===== src/hw/rtl/rgbr_pkg.sv =====
// rgbr_pkg: shared types, constants and reference color table for the
// RGB ratio nearest color classifier. No dependencies.
package rgbr_pkg;

   localparam int PERIOD_W   = 14;
   localparam int LEVEL_W    = 8;
   localparam int CODE_W     = 4;
   localparam int SUM_W      = 16;
   localparam int DIVIDEND_W = 21;   // 100 * 16383 < 2**21
   localparam int SQ_W       = 16;
   localparam int DIST_W     = 18;   // three squares of 8-bit differences
   localparam int CSR_IDX_W  = 2;
   localparam int CSR_DATA_W = 14;

   localparam logic [CODE_W-1:0] CODE_NONE = 4'd9;

   // Register indexes on the csr port
   localparam logic [CSR_IDX_W-1:0] CSR_SAMPLE_COUNT = 2'd0;
   localparam logic [CSR_IDX_W-1:0] CSR_FAR_LIMIT    = 2'd1;
   localparam logic [CSR_IDX_W-1:0] CSR_MATCH_LIMIT  = 2'd2;

   // Color channel selectors
   localparam logic [1:0] CH_RED   = 2'd0;
   localparam logic [1:0] CH_GREEN = 2'd1;
   localparam logic [1:0] CH_BLUE  = 2'd2;

   // Reference triples; slots past the ninth are black
   localparam logic [LEVEL_W-1:0] REF_R [16] =
      '{8'd28, 8'd32, 8'd31, 8'd32, 8'd29, 8'd25, 8'd25, 8'd27,
        8'd31, 8'd0,  8'd0,  8'd0,  8'd0,  8'd0,  8'd0,  8'd0};
   localparam logic [LEVEL_W-1:0] REF_G [16] =
      '{8'd33, 8'd32, 8'd35, 8'd29, 8'd36, 8'd33, 8'd31, 8'd30,
        8'd34, 8'd0,  8'd0,  8'd0,  8'd0,  8'd0,  8'd0,  8'd0};
   localparam logic [LEVEL_W-1:0] REF_B [16] =
      '{8'd40, 8'd36, 8'd34, 8'd39, 8'd37, 8'd44, 8'd42, 8'd41,
        8'd37, 8'd0,  8'd0,  8'd0,  8'd0,  8'd0,  8'd0,  8'd0};

   typedef enum logic [2:0] {
      ST_IDLE,
      ST_RATIO_START,
      ST_RATIO_WAIT,
      ST_AVG_START,
      ST_AVG_WAIT,
      ST_SEARCH_START,
      ST_SEARCH_WAIT,
      ST_OUT
   } state_type;

   typedef struct packed {
      logic                  start;
      logic [DIVIDEND_W-1:0] dividend;
      logic [PERIOD_W-1:0]   divisor;
   } div_req_type;

   typedef struct packed {
      logic               done;
      logic [LEVEL_W-1:0] quotient;
   } div_rsp_type;

   function automatic logic [LEVEL_W-1:0] ref_level(input logic [CODE_W-1:0] idx,
                                                    input logic [1:0] ch);
      logic [LEVEL_W-1:0] lvl;
      case (ch)
         CH_RED:   lvl = REF_R[idx];
         CH_GREEN: lvl = REF_G[idx];
         CH_BLUE:  lvl = REF_B[idx];
         default:  lvl = '0;
      endcase
      return lvl;
   endfunction

endpackage


===== src/hw/rtl/rgbr_divider.sv =====
// rgbr_divider: shared restoring divider, 8 quotient bits, saturating at 255.
// Depends on rgbr_pkg.
module rgbr_divider (
   input  logic                 clock,
   input  logic                 reset,
   input  rgbr_pkg::div_req_type req,
   output rgbr_pkg::div_rsp_type rsp
);
   import rgbr_pkg::*;

   logic                  busy_ff;
   logic                  done_ff;
   logic [2:0]            cnt_ff;
   logic [DIVIDEND_W-1:0] rem_ff;
   logic [DIVIDEND_W-1:0] dsh_ff;
   logic [LEVEL_W-1:0]    quot_ff;
   logic                  sat;
   logic                  ge;

   // quotient would need a ninth bit (or divisor is zero): clamp to 255
   assign sat = {1'b0, req.dividend} >= {req.divisor, 8'b0};
   assign ge  = rem_ff >= dsh_ff;

   always_ff @(posedge clock) begin
      if (reset) begin
         busy_ff <= 1'b0;
         done_ff <= 1'b0;
      end else begin
         done_ff <= 1'b0;
         if (req.start) begin
            if (sat) begin
               done_ff <= 1'b1;
            end else begin
               busy_ff <= 1'b1;
            end
         end else if (busy_ff && cnt_ff == 3'd0) begin
            busy_ff <= 1'b0;
            done_ff <= 1'b1;
         end
      end
   end

   always_ff @(posedge clock) begin
      if (req.start) begin
         rem_ff  <= req.dividend;
         dsh_ff  <= {req.divisor, 7'b0};
         cnt_ff  <= 3'd7;
         quot_ff <= sat ? {LEVEL_W{1'b1}} : '0;
      end else if (busy_ff) begin
         rem_ff  <= ge ? rem_ff - dsh_ff : rem_ff;
         dsh_ff  <= dsh_ff >> 1;
         cnt_ff  <= cnt_ff - 3'd1;
         quot_ff <= {quot_ff[LEVEL_W-2:0], ge};
      end
   end

   assign rsp.done     = done_ff;
   assign rsp.quotient = quot_ff;

endmodule


===== src/hw/rtl/rgbr_nearest.sv =====
// rgbr_nearest: nearest reference search, one squared difference per cycle
// through a single 8x8 squarer. Depends on rgbr_pkg.
module rgbr_nearest #(
   parameter int NUM_COLORS = 9
) (
   input  logic        clock,
   input  logic        reset,
   input  logic        start,
   input  logic [7:0]  avg_red,
   input  logic [7:0]  avg_green,
   input  logic [7:0]  avg_blue,
   input  logic [7:0]  match_limit,
   output logic        done,
   output logic [3:0]  color_code
);
   import rgbr_pkg::*;

   localparam logic [CODE_W-1:0] LAST_IDX = CODE_W'(NUM_COLORS - 1);

   logic                active_ff;
   logic                lim_step_ff;
   logic [CODE_W-1:0]   idx_ff;
   logic [1:0]          ch_ff;

   logic [LEVEL_W-1:0]  avg_sel;
   logic [LEVEL_W-1:0]  op_a;
   logic [LEVEL_W-1:0]  op_b;
   logic [LEVEL_W-1:0]  diff;
   logic [SQ_W-1:0]     sq_in;
   logic                final_step;

   logic                sq_vld_ff;
   logic                sq_lim_ff;
   logic                sq_first_ff;
   logic                sq_last_ff;
   logic                sq_final_ff;
   logic [CODE_W-1:0]   sq_idx_ff;
   logic [SQ_W-1:0]     sq_ff;

   logic [DIST_W-1:0]   dist_sum;
   logic [DIST_W-1:0]   acc_ff;
   logic [DIST_W-1:0]   best_ff;
   logic [CODE_W-1:0]   code_ff;
   logic                done_ff;

   always_comb begin
      case (ch_ff)
         CH_RED:   avg_sel = avg_red;
         CH_GREEN: avg_sel = avg_green;
         CH_BLUE:  avg_sel = avg_blue;
         default:  avg_sel = '0;
      endcase
   end

   // first step squares the match limit to seed the best distance
   assign op_a       = lim_step_ff ? match_limit : avg_sel;
   assign op_b       = lim_step_ff ? '0 : ref_level(idx_ff, ch_ff);
   assign diff       = (op_a >= op_b) ? op_a - op_b : op_b - op_a;
   assign sq_in      = {8'b0, diff} * {8'b0, diff};
   assign final_step = !lim_step_ff && ch_ff == CH_BLUE && idx_ff == LAST_IDX;
   assign dist_sum   = (sq_first_ff ? '0 : acc_ff) + {2'b0, sq_ff};

   always_ff @(posedge clock) begin
      if (reset) begin
         active_ff <= 1'b0;
         sq_vld_ff <= 1'b0;
         done_ff   <= 1'b0;
      end else begin
         sq_vld_ff <= active_ff;
         done_ff   <= sq_vld_ff && sq_final_ff;
         if (start) begin
            active_ff <= 1'b1;
         end else if (active_ff && final_step) begin
            active_ff <= 1'b0;
         end
      end
   end

   // step sequencer: limit, then (color, channel) pairs
   always_ff @(posedge clock) begin
      if (start) begin
         lim_step_ff <= 1'b1;
         idx_ff      <= '0;
         ch_ff       <= CH_RED;
      end else if (active_ff) begin
         if (lim_step_ff) begin
            lim_step_ff <= 1'b0;
         end else if (ch_ff == CH_BLUE) begin
            ch_ff  <= CH_RED;
            idx_ff <= idx_ff + 1'b1;
         end else begin
            ch_ff <= ch_ff + 2'd1;
         end
      end
   end

   always_ff @(posedge clock) begin
      sq_ff       <= sq_in;
      sq_lim_ff   <= lim_step_ff;
      sq_first_ff <= ch_ff == CH_RED;
      sq_last_ff  <= ch_ff == CH_BLUE;
      sq_final_ff <= final_step;
      sq_idx_ff   <= idx_ff;
   end

   // accumulate and keep the strictly smaller distance, first index on ties
   always_ff @(posedge clock) begin
      if (sq_vld_ff) begin
         if (sq_lim_ff) begin
            best_ff <= {2'b0, sq_ff};
            code_ff <= CODE_NONE;
         end else begin
            acc_ff <= dist_sum;
            if (sq_last_ff && dist_sum < best_ff) begin
               best_ff <= dist_sum;
               code_ff <= sq_idx_ff;
            end
         end
      end
   end

   assign done       = done_ff;
   assign color_code = code_ff;

endmodule


===== src/hw/rtl/rgb_ratio_nearest_color_classifier_unit.sv =====
// rgb_ratio_nearest_color_classifier_unit: top level, sequencer, sums and csrs.
// Depends on rgbr_pkg, rgbr_divider, rgbr_nearest.
//
// Usage: each req word carries the clear, red, green and blue pulse periods of
// one measurement. Per channel the unit forms min(255, 100*clear/period) (255
// for a zero period) and adds it to a running sum. When the number of words
// taken reaches sample_count, the sums are divided by that number and the
// nearest reference color is looked up; one rsp word then carries the code
// and the three averages, and the sums clear.
// Timing: all divisions run through one 8-step divider (it skips the steps when
// the ratio saturates) and the search through one squarer, one channel per
// cycle. Each word takes three ratio divisions; one that closes a batch also
// takes three averaging divisions and the search before rsp_tvalid rises.
// req_tready is high only while idle.
// The rsp word sits in an output register until rsp_tready takes it; no new
// req word is accepted until then. csr writes are accepted every cycle
// (csr_ready tied high) and must only be made while the unit is idle.
// Reset (synchronous, active high) clears sums and count and loads
// sample_count = 1, far_limit = 333, match_limit = 100.
module rgb_ratio_nearest_color_classifier_unit #(
   parameter int NUM_COLORS = 9
) (
   input  logic        clock,
   input  logic        reset,
   // clear_period[13:0], red_period[27:14], green_period[41:28], blue_period[55:42]
   input  logic [55:0] req_tdata,
   input  logic        req_tvalid,
   output logic        req_tready,
   // color_code[3:0], avg_red[11:4], avg_green[19:12], avg_blue[27:20], zero[31:28]
   output logic [31:0] rsp_tdata,
   output logic        rsp_tvalid,
   input  logic        rsp_tready,
   input  logic        csr_valid,
   output logic        csr_ready,
   input  logic [1:0]  csr_index,
   input  logic [13:0] csr_data
);
   import rgbr_pkg::*;

   state_type state_ff, state_in;

   logic [7:0]            sample_count_ff;
   logic [PERIOD_W-1:0]   far_limit_ff;
   logic [7:0]            match_limit_ff;

   logic [PERIOD_W-1:0]   clear_ff;
   logic [PERIOD_W-1:0]   filt_ff [3];
   logic [SUM_W-1:0]      sum_ff [3];
   logic [LEVEL_W-1:0]    avg_ff [3];
   logic [7:0]            taken_ff;
   logic [7:0]            taken_in;
   logic [7:0]            need;
   logic [1:0]            ch_ff;

   logic [CODE_W-1:0]     out_code_ff;
   logic [LEVEL_W-1:0]    out_avg_ff [3];

   logic [DIVIDEND_W-1:0] clear_x100;
   div_req_type           div_req;
   div_rsp_type           div_rsp;
   logic                  nn_start;
   logic                  nn_done;
   logic [CODE_W-1:0]     nn_code;

   assign clear_x100 = {1'b0, clear_ff, 6'b0} + {2'b0, clear_ff, 5'b0}
                     + {5'b0, clear_ff, 2'b0};
   assign taken_in   = taken_ff + 8'd1;
   assign need       = (sample_count_ff == 8'd0) ? 8'd1 : sample_count_ff;

   rgbr_divider u_div (
      .clock (clock),
      .reset (reset),
      .req   (div_req),
      .rsp   (div_rsp)
   );

   rgbr_nearest #(.NUM_COLORS(NUM_COLORS)) u_nearest (
      .clock       (clock),
      .reset       (reset),
      .start       (nn_start),
      .avg_red     (avg_ff[0]),
      .avg_green   (avg_ff[1]),
      .avg_blue    (avg_ff[2]),
      .match_limit (match_limit_ff),
      .done        (nn_done),
      .color_code  (nn_code)
   );

   // next state
   always_comb begin
      state_in = state_ff;
      case (state_ff)
         ST_IDLE: begin
            if (req_tvalid) state_in = ST_RATIO_START;
         end
         ST_RATIO_START: state_in = ST_RATIO_WAIT;
         ST_RATIO_WAIT: begin
            if (div_rsp.done) begin
               if (ch_ff != CH_BLUE)    state_in = ST_RATIO_START;
               else if (taken_in >= need) state_in = ST_AVG_START;
               else                     state_in = ST_IDLE;
            end
         end
         ST_AVG_START: state_in = ST_AVG_WAIT;
         ST_AVG_WAIT: begin
            if (div_rsp.done) begin
               state_in = (ch_ff == CH_BLUE) ? ST_SEARCH_START : ST_AVG_START;
            end
         end
         ST_SEARCH_START: state_in = ST_SEARCH_WAIT;
         ST_SEARCH_WAIT: begin
            if (nn_done) state_in = ST_OUT;
         end
         ST_OUT: begin
            if (rsp_tready) state_in = ST_IDLE;
         end
         default: state_in = ST_IDLE;
      endcase
   end

   // outputs of the sequencer
   always_comb begin
      req_tready       = state_ff == ST_IDLE;
      rsp_tvalid       = state_ff == ST_OUT;
      nn_start         = state_ff == ST_SEARCH_START;
      div_req.start    = state_ff == ST_RATIO_START || state_ff == ST_AVG_START;
      if (state_ff == ST_RATIO_START) begin
         div_req.dividend = clear_x100;
         div_req.divisor  = filt_ff[ch_ff];
      end else begin
         div_req.dividend = {5'b0, sum_ff[ch_ff]};
         div_req.divisor  = {6'b0, taken_ff};
      end
   end

   always_ff @(posedge clock) begin
      if (reset) begin
         state_ff        <= ST_IDLE;
         sample_count_ff <= 8'd1;
         far_limit_ff    <= 14'd333;
         match_limit_ff  <= 8'd100;
         taken_ff        <= '0;
         for (int i = 0; i < 3; i++) sum_ff[i] <= '0;
      end else begin
         state_ff <= state_in;
         if (csr_valid) begin
            case (csr_index)
               CSR_SAMPLE_COUNT: sample_count_ff <= csr_data[7:0];
               CSR_FAR_LIMIT:    far_limit_ff    <= csr_data;
               CSR_MATCH_LIMIT:  match_limit_ff  <= csr_data[7:0];
               default: ;
            endcase
         end
         if (state_ff == ST_RATIO_WAIT && div_rsp.done) begin
            sum_ff[ch_ff] <= sum_ff[ch_ff] + {8'b0, div_rsp.quotient};
            if (ch_ff == CH_BLUE) taken_ff <= taken_in;
         end
         if (state_ff == ST_SEARCH_WAIT && nn_done) begin
            taken_ff <= '0;
            for (int i = 0; i < 3; i++) sum_ff[i] <= '0;
         end
      end
   end

   // datapath registers
   always_ff @(posedge clock) begin
      if (req_tvalid && req_tready) begin
         clear_ff   <= req_tdata[13:0];
         filt_ff[0] <= req_tdata[27:14];
         filt_ff[1] <= req_tdata[41:28];
         filt_ff[2] <= req_tdata[55:42];
         ch_ff      <= CH_RED;
      end else if (div_rsp.done &&
                   (state_ff == ST_RATIO_WAIT || state_ff == ST_AVG_WAIT)) begin
         ch_ff <= (ch_ff == CH_BLUE) ? CH_RED : ch_ff + 2'd1;
      end
      if (state_ff == ST_AVG_WAIT && div_rsp.done) begin
         avg_ff[ch_ff] <= div_rsp.quotient;
      end
      if (state_ff == ST_SEARCH_WAIT && nn_done) begin
         out_code_ff <= (clear_ff > far_limit_ff) ? CODE_NONE : nn_code;
         for (int i = 0; i < 3; i++) out_avg_ff[i] <= avg_ff[i];
      end
   end

   assign csr_ready = 1'b1;
   assign rsp_tdata = {4'b0, out_avg_ff[2], out_avg_ff[1], out_avg_ff[0], out_code_ff};

endmodule


===== config.mk =====
export PLATFORM = sky130hd
export DESIGN_NAME = rgb_ratio_nearest_color_classifier_unit
export DESIGN_NICKNAME = d
export VERILOG_FILES = /design/src/hw/rtl/rgbr_pkg.sv /design/src/hw/rtl/rgbr_divider.sv /design/src/hw/rtl/rgbr_nearest.sv /design/src/hw/rtl/rgb_ratio_nearest_color_classifier_unit.sv
export SDC_FILE = /design/constraint.sdc
export NUM_CORES = 1
export LEC_CHECK = 0
export ABC_CLOCK_PERIOD_IN_PS = 7740
export BUFFER_PORTS_ARGS = -buffer_cell sky130_fd_sc_hd__buf_2
export CELL_PAD_IN_SITES_DETAIL_PLACEMENT = 0
export CELL_PAD_IN_SITES_GLOBAL_PLACEMENT = 1
export CORE_MARGIN = 10
export CORE_UTILIZATION = 32
export CTS_BUF_LIST = sky130_fd_sc_hd__clkbuf_4 sky130_fd_sc_hd__clkbuf_8
export CTS_CLUSTER_SIZE = 20
export DETAILED_ROUTE_END_ITERATION = 16
export GPL_TIMING_DRIVEN = 0
export HOLD_SLACK_MARGIN = 0.1
export PLACE_DENSITY = 0.62
export SLEW_MARGIN = 20
export SYNTH_ARGS = -nofsm -noshare
export SYNTH_HDL_FRONTEND = slang
export SYNTH_SLANG_ARGS = --single-unit

===== constraint.sdc =====
create_clock -name clock -period 7.74 [get_ports clock]
set_input_delay 0.774 -clock clock [delete_from_list [all_inputs] [get_ports clock]]
set_output_delay 0.774 -clock clock [all_outputs]
set_load 0.01 [all_outputs]

# --- Word-level counts from Yosys, hierarchy flattened ---
# Memory sizes are Yosys's and may differ from the RTL's. A register that Yosys moved wholly into a read port is not among the register bits.
# Cells that the tools add are included.
totals:
  regBits: 190
  ramBits: 138
  mem_bits_ro: 384
  inputBits: 77
  mem_count: 7
op_classes:
  addsub: 12
  mul: 1
  magnitude_cmp: 7
  eq_ne: 20
  n_mux: 67
  bitwise: 6
  n_reduce_logical: 37
memory_table:
  columns: ["memory", "words", "width", "rd", "rd_clocked_by_memory_dff", "write_ports", "line_no", "text"]
  rows:
  - ["(name not given)", 16, 8, 1, 0, 0, "rgbr_pkg.sv:66", "CH_BLUE: lvl = REF_B[idx];"]
  - ["(name not given)", 16, 8, 1, 0, 0, "rgbr_pkg.sv:64", "CH_RED: lvl = REF_R[idx];"]
  - ["(name not given)", 16, 8, 1, 0, 0, "rgbr_pkg.sv:65", "CH_GREEN: lvl = REF_G[idx];"]
  - ["sum_ff", 3, 16, 1, 1, 3, "rgb_ratio_nearest_color_classifier_unit.sv:48", "logic [SUM_W-1:0] sum_ff [3];"]
  - ["filt_ff", 3, 14, 1, 1, 3, "rgb_ratio_nearest_color_classifier_unit.sv:47", "logic [PERIOD_W-1:0] filt_ff [3];"]
  - ["avg_ff", 3, 8, 3, 0, 1, "rgb_ratio_nearest_color_classifier_unit.sv:49", "logic [LEVEL_W-1:0] avg_ff [3];"]
  - ["1 more memories", null, null, null, null, null, null, null]
op_table:
  columns: ["cell", "n"]
  rows:
  - ["$mux W21", 5]
  - ["$mux W8", 13]
  - ["$mux W16", 5]
  - ["$pmux W8 S3", 2]
  - ["$mux W18", 2]
  - ["$mux W35", 1]
  - ["$pmux W3 S8", 1]
  - ["$ge A21 B22 Y1", 1]
  - ["$mux W1", 22]
  - ["$add A20 B19 Y21", 1]
  - ["$add A21 B16 Y21", 1]
  - ["$ge A21 B21 Y1", 1]
  - ["$sub A21 B21 Y21", 1]
  - ["$add A18 B16 Y18", 1]
  - ["$lt A18 B18 Y1", 1]
  - ["$mux W2", 9]
  - ["$mux W3", 6]
  - ["$reduce_and A2 Y1", 9]
  - ["$add A16 B8 Y16", 1]
  - ["$ge A8 B8 Y1", 2]
  - ["$mul A8 B8 Y16", 1]
  - ["$reduce_or A16 Y1", 1]
  - ["$sub A8 B8 Y8", 2]
  - ["$gt A14 B14 Y1", 1]
  - ["27 further kinds", 60]

# --- Longest topological paths before layout ---
depth:
  ltp_word: 9
  depth_mapped: 38
  mapped_depth_nobuf: 37

# --- Modules after synthesis ---
# Synthesis repeated with hierarchy kept, for this count alone.
unflattened:
  hier_cells: 1950
  area_unflattened_um2: 20485.9
by_module_without_submodules:
  columns: ["module", "n_inst", "cells_each", "area_per_inst_um2", "seq_area_each_um2"]
  rows:
  - ["rgb_ratio_nearest_color_classifier_unit", 1, 850, 10297.4, 6065.8]
  - ["rgbr_nearest", 1, 670, 6302.3, 1861.8]
  - ["rgbr_divider", 1, 430, 3886.2, 1531.5]

# --- Worst setup path before layout ---
# OpenSTA, ideal clock, no wires.
synth_path:
  path_type: "flip-flop to flip-flop"
  start: "register u_nearest.idx_ff[0]"
  end: "register u_nearest.sq_ff[13]"
  setup_time_ns: 0.072
  arrival_ns: 6.960
  slack_ns: 0.708
  stages_incl_launch_ff: 38
  path_buffers: 1
  path_cell_list: "dfxtp_1 inv_1 ha_1 inv_1 a21oi_1 nand2_1 a22oi_1 nor2_1 nor2_1 nor2_1 ha_1 inv_1 fa_1 a21o_1 a21o_1 o31ai_1 and3_1 buf_6 (+2 left out) nor2_1 fa_1 inv_1 fa_1 inv_1 ha_1 inv_1 fa_1 inv_1 ha_1 a21o_1 a21oi_1 nor2b_1 o211ai_1 nand2_1 a41oi_1 nor2b_1 xnor2_1"
synth_via:
  elab_chain_len: 9
  word_cells_on_any_way: 17
  cone_classes: "add/sub (2); mul (1); order compare (1); mux (9); bitwise (1); memory (3)"
synth_rtl:
  columns: ["element", "line_no", "text"]
  rows:
  - ["start: declaration", "rgbr_nearest.sv:22", "logic [CODE_W-1:0] idx_ff;"]
  - ["start signal: assignment", "rgbr_nearest.sv:90", "idx_ff <= idx_ff + 1'b1;"]
  - ["$not A4 Y5 (implied by the code) (*)", "rgbr_pkg.sv:64, rgbr_pkg.sv:65, rgbr_pkg.sv:66", null]
  - ["$mem_v2 Z16 W8, on equally long branches", null, null]
  - ["$mux W8, on equally long branches (2 in series)", "rgbr_pkg.sv:66, rgbr_pkg.sv:64, rgbr_pkg.sv:65", null]
  - ["$pmux W8 S3 (*)", "rgbr_pkg.sv:63", "case (ch)"]
  - ["$mux W8 (*)", "rgbr_nearest.sv:57", "assign op_b = lim_step_ff ? '0 : ref_level(idx_ff, ch_ff);"]
  - ["$sub A8 B8 Y8 / $ge A8 B8 Y1 (equally long branches)", "rgbr_nearest.sv:58", "assign diff = (op_a >= op_b) ? op_a - op_b : op_b - op_a;"]
  - ["$mux W8 (*)", "rgbr_nearest.sv:58", null]
  - ["$mul A8 B8 Y16 (*)", "rgbr_nearest.sv:59", "assign sq_in = {8'b0, diff} * {8'b0, diff};"]
  - ["via u_nearest.sq_in[13]", "rgbr_nearest.sv:29", "logic [SQ_W-1:0] sq_in;"]
  - ["end signal: assignment", "rgbr_nearest.sv:98", "sq_ff <= sq_in;"]
  - ["end: declaration", "rgbr_nearest.sv:38", "logic [SQ_W-1:0] sq_ff;"]
# Mark *: on every way through the listed nets, which the timed path passes. The rest lies on a longest branch. The select of a mux whose other input is x is not followed.
# A chain may end at the register's enable or synchronous reset.

# --- Worst setup path after layout ---
layout_path:
  start: "register u_nearest.idx_ff[0]"
  end: "register u_nearest.sq_ff[12]"
# The elaborated chain is that of the path after synthesis.

==> metrics.txt <==
period utilization 94.5%; commonest non-fill, non-tap cell in the layout edfxtp_1; largest net degree at the start of global routing 39; Yosys warnings 0; crit path kind reg2reg; H-Tree Depth 3; GRT Total Usage 14.2%; final setup fails 0; post-layout min period 7.32 ns; area share of fa/ha/maj cells after synthesis 14.3%; initial antenna violation count 4; mux share of post-synthesis cell area 5.51%; DRT antenna net count 0; layout cell share with drive strength beyond 1 15.6%; drt initial violations 743; Routed wire per std cell 17.8 um; Worst Tran Pin Value 1.12 ns; Synth Area in Compound Gates 11.5%; routed vias 14,300; DP HPWL 40.4 mm; vias in the first global route 14,700; post-synth cell types 76; Die H 270 um; port buffer count 106; Max transition margin 24.9%; Crit path arrival time 7.83 ns; Syn Area/Cell 10.6 sq um; Hold Path Class in2reg; Final Core Density 37.7%; FFs w/ async S/R, synth 0%; Layout Skew 0.0322 ns; clock latency on the worst-skew pair 0.64 ns; clk sinks 345; Crit path largest cell delay 0.54 ns; Initial Utilization 32.3%; Mapped Cells 1,878; Worst setup SP type flop; Top FF cell, synth edfxtp_1; DRC violations left 0; unrepaired setup endpoints after global routing false; largest family of logic cells by synthesized area adder cells; total grt overflow 0; XOR/XNOR Fraction of Synth Area 3.84%; TritonCTS clock tree done; CP max FO 10; Synth Register Bits 345; global-route wire length before repair 82.2 mm; CP Capture Type flop; register area share after synthesis 47.3%; Ports 112; Clock Path Buffers 3; most frequent cells in the layout 255 x edfxtp_1, 205 x nor2_1, 172 x inv_1, 162 x ha_1, 122 x nand2_1; Fin. Hold Viols 0; Post-synth EDFFs 255; Root Driver clkbuf_8; Slowest-stage cell, CP fa_1; nets 2,353; clock slew at reported path FFs 0.06 ns; number of max-cap violations 0; TritonRoute pass-1 iters 5; Max Slew Vio Count 0; fraction of the mapped netlist area in simple logic gates 12.7%; Max Freq 0.137 GHz; Routability Congestion 0.849; DRT Wirelength 52.8 mm; outcome finished, final reports clean; Crit path top cell by count fa_1; Layout fillers 6,136; P&R area growth vs syn 16.7%; Die Span X 270 um; CTS Buf Count 66; Avg Vias per Cell 4.82; Reg2Reg Setup Slack 0.42 ns; Worst Path Required 8.25 ns; Die ar. 0.0729 sq mm; row cnt 91; synthesized area 0.0200 sq mm; Core Region 0.0618 sq mm
-- cell type report --
type / instances / area, sq um / share of cell area [%]
sequential: 345 / 9470 / 40.6
tap: 837 / 1050 / 4.49
clock inverter: 26 / 233 / 0.997
inverter: 175 / 659 / 2.83
buffer: 69 / 315 / 1.35
multi-input combinational: 1292 / 9750 / 41.8
antenna: 6 / 15.0 / 0.0643
clock buffer: 92 / 1130 / 4.86
timing repair buffer: 123 / 714 / 3.06
-- path summary, 6_finish.rpt --
| path | startpoint | endpoint | depth (start not counted) |
|---|---|---|---|
| max | u_nearest.idx_ff[0] | u_nearest.sq_ff[12] | 33 |
| min | req_tdata[3] | clear_ff[3] | 1 |
| max reg2reg | u_nearest.idx_ff[0] | u_nearest.sq_ff[12] | 33 |
| min reg2reg | u_nearest.idx_ff[2] | u_nearest.sq_idx_ff[2] | 0 |
-- cell families after synthesis --
logic type,count (synthesis)
flip-flops,345
AO/OA/AOI/OAI,364
adder cells (fa/ha/maj),204
AND/OR/NAND/NOR,546
other,2
buffers and inverters,244
multiplexers,87
XOR/XNOR,86
-- flip-flops by register name, summed over array words and instances, names as in the netlist, 8 cells and up, named ones only --
name	count
avg_ff	24
clear_ff	14
far_limit_ff	14
filt_ff	42
match_limit_ff	8
out_avg_ff	24
sample_count_ff	8
sum_ff	64
taken_ff	8
u_div.dsh_ff	21
u_div.quot_ff	8
u_div.rem_ff	21
u_nearest.acc_ff	18
u_nearest.best_ff	18
u_nearest.sq_ff	15
-- worst max-delay path, delay by kind of cell (launching register included) --
| kind | cells | cell delay, ns |
|---|---|---|
| adder cells (fa/ha/maj) | 8 | 3.11 |
| AO/OA/AOI/OAI | 8 | 1.48 |
| AND/OR/NAND/NOR | 8 | 1.16 |
| buffers and inverters | 6 | 0.45 |
| flip-flops | 1 | 0.39 |
| XOR/XNOR | 2 | 0.36 |
| multiplexers | 1 | 0.24 |
-- synthesized netlist by cell type (33+ instances only) --
cell type,number,area (sq um)
clkbuf_1,48,180
inv_1,174,653
nand2_1,125,469
nor2b_1,47,294
nor2_1,208,781
a21oi_1,114,571
mux2i_1,50,500
a21o_1,33,248
fa_1,40,801
dfxtp_1,90,1800
edfxtp_1,255,7660
ha_1,164,2050
o21ai_0,88,440
xnor2_1,53,464
-- layer usage --
metal / track usage, % / routed length (um)
met1: 17.8 / 24000
met2: 24.2 / 25300
met3: 2.89 / 2150
met4: 4.60 / 1350
met5: 0 / 21
-- metrics by stage --
stage / hold WS [ns] / area (sq um) / setup WS (ns) / TNS (ns) / instances
after floorplan: 0.363 / 20000 / 0.708 / 0 / 1881
after global placement: 0.379 / 21600 / -0.582 / -2.74 / 2824
after detailed placement: 0.386 / 21700 / -0.544 / -2.56 / 2830
after CTS: 0.233 / 23200 / 0.0315 / 0 / 2958
after global routing: 0.245 / 23300 / 0.00743 / 0 / 2962
final: 0.302 / 23300 / 0.422 / 0 / 2965
-- what timing repair did --
item	in CTS	in global routing
resized for setup	14	36
setup endpoints to repair	7	6
setup buffers	10	1
pin swaps	2	6
hold buffers	0	0
endpoints found under the hold margin	0	0
Power is left out: the tool's default activity adds up to more than one toggle a clock period on the data nets, which glitch-free logic cannot reach.
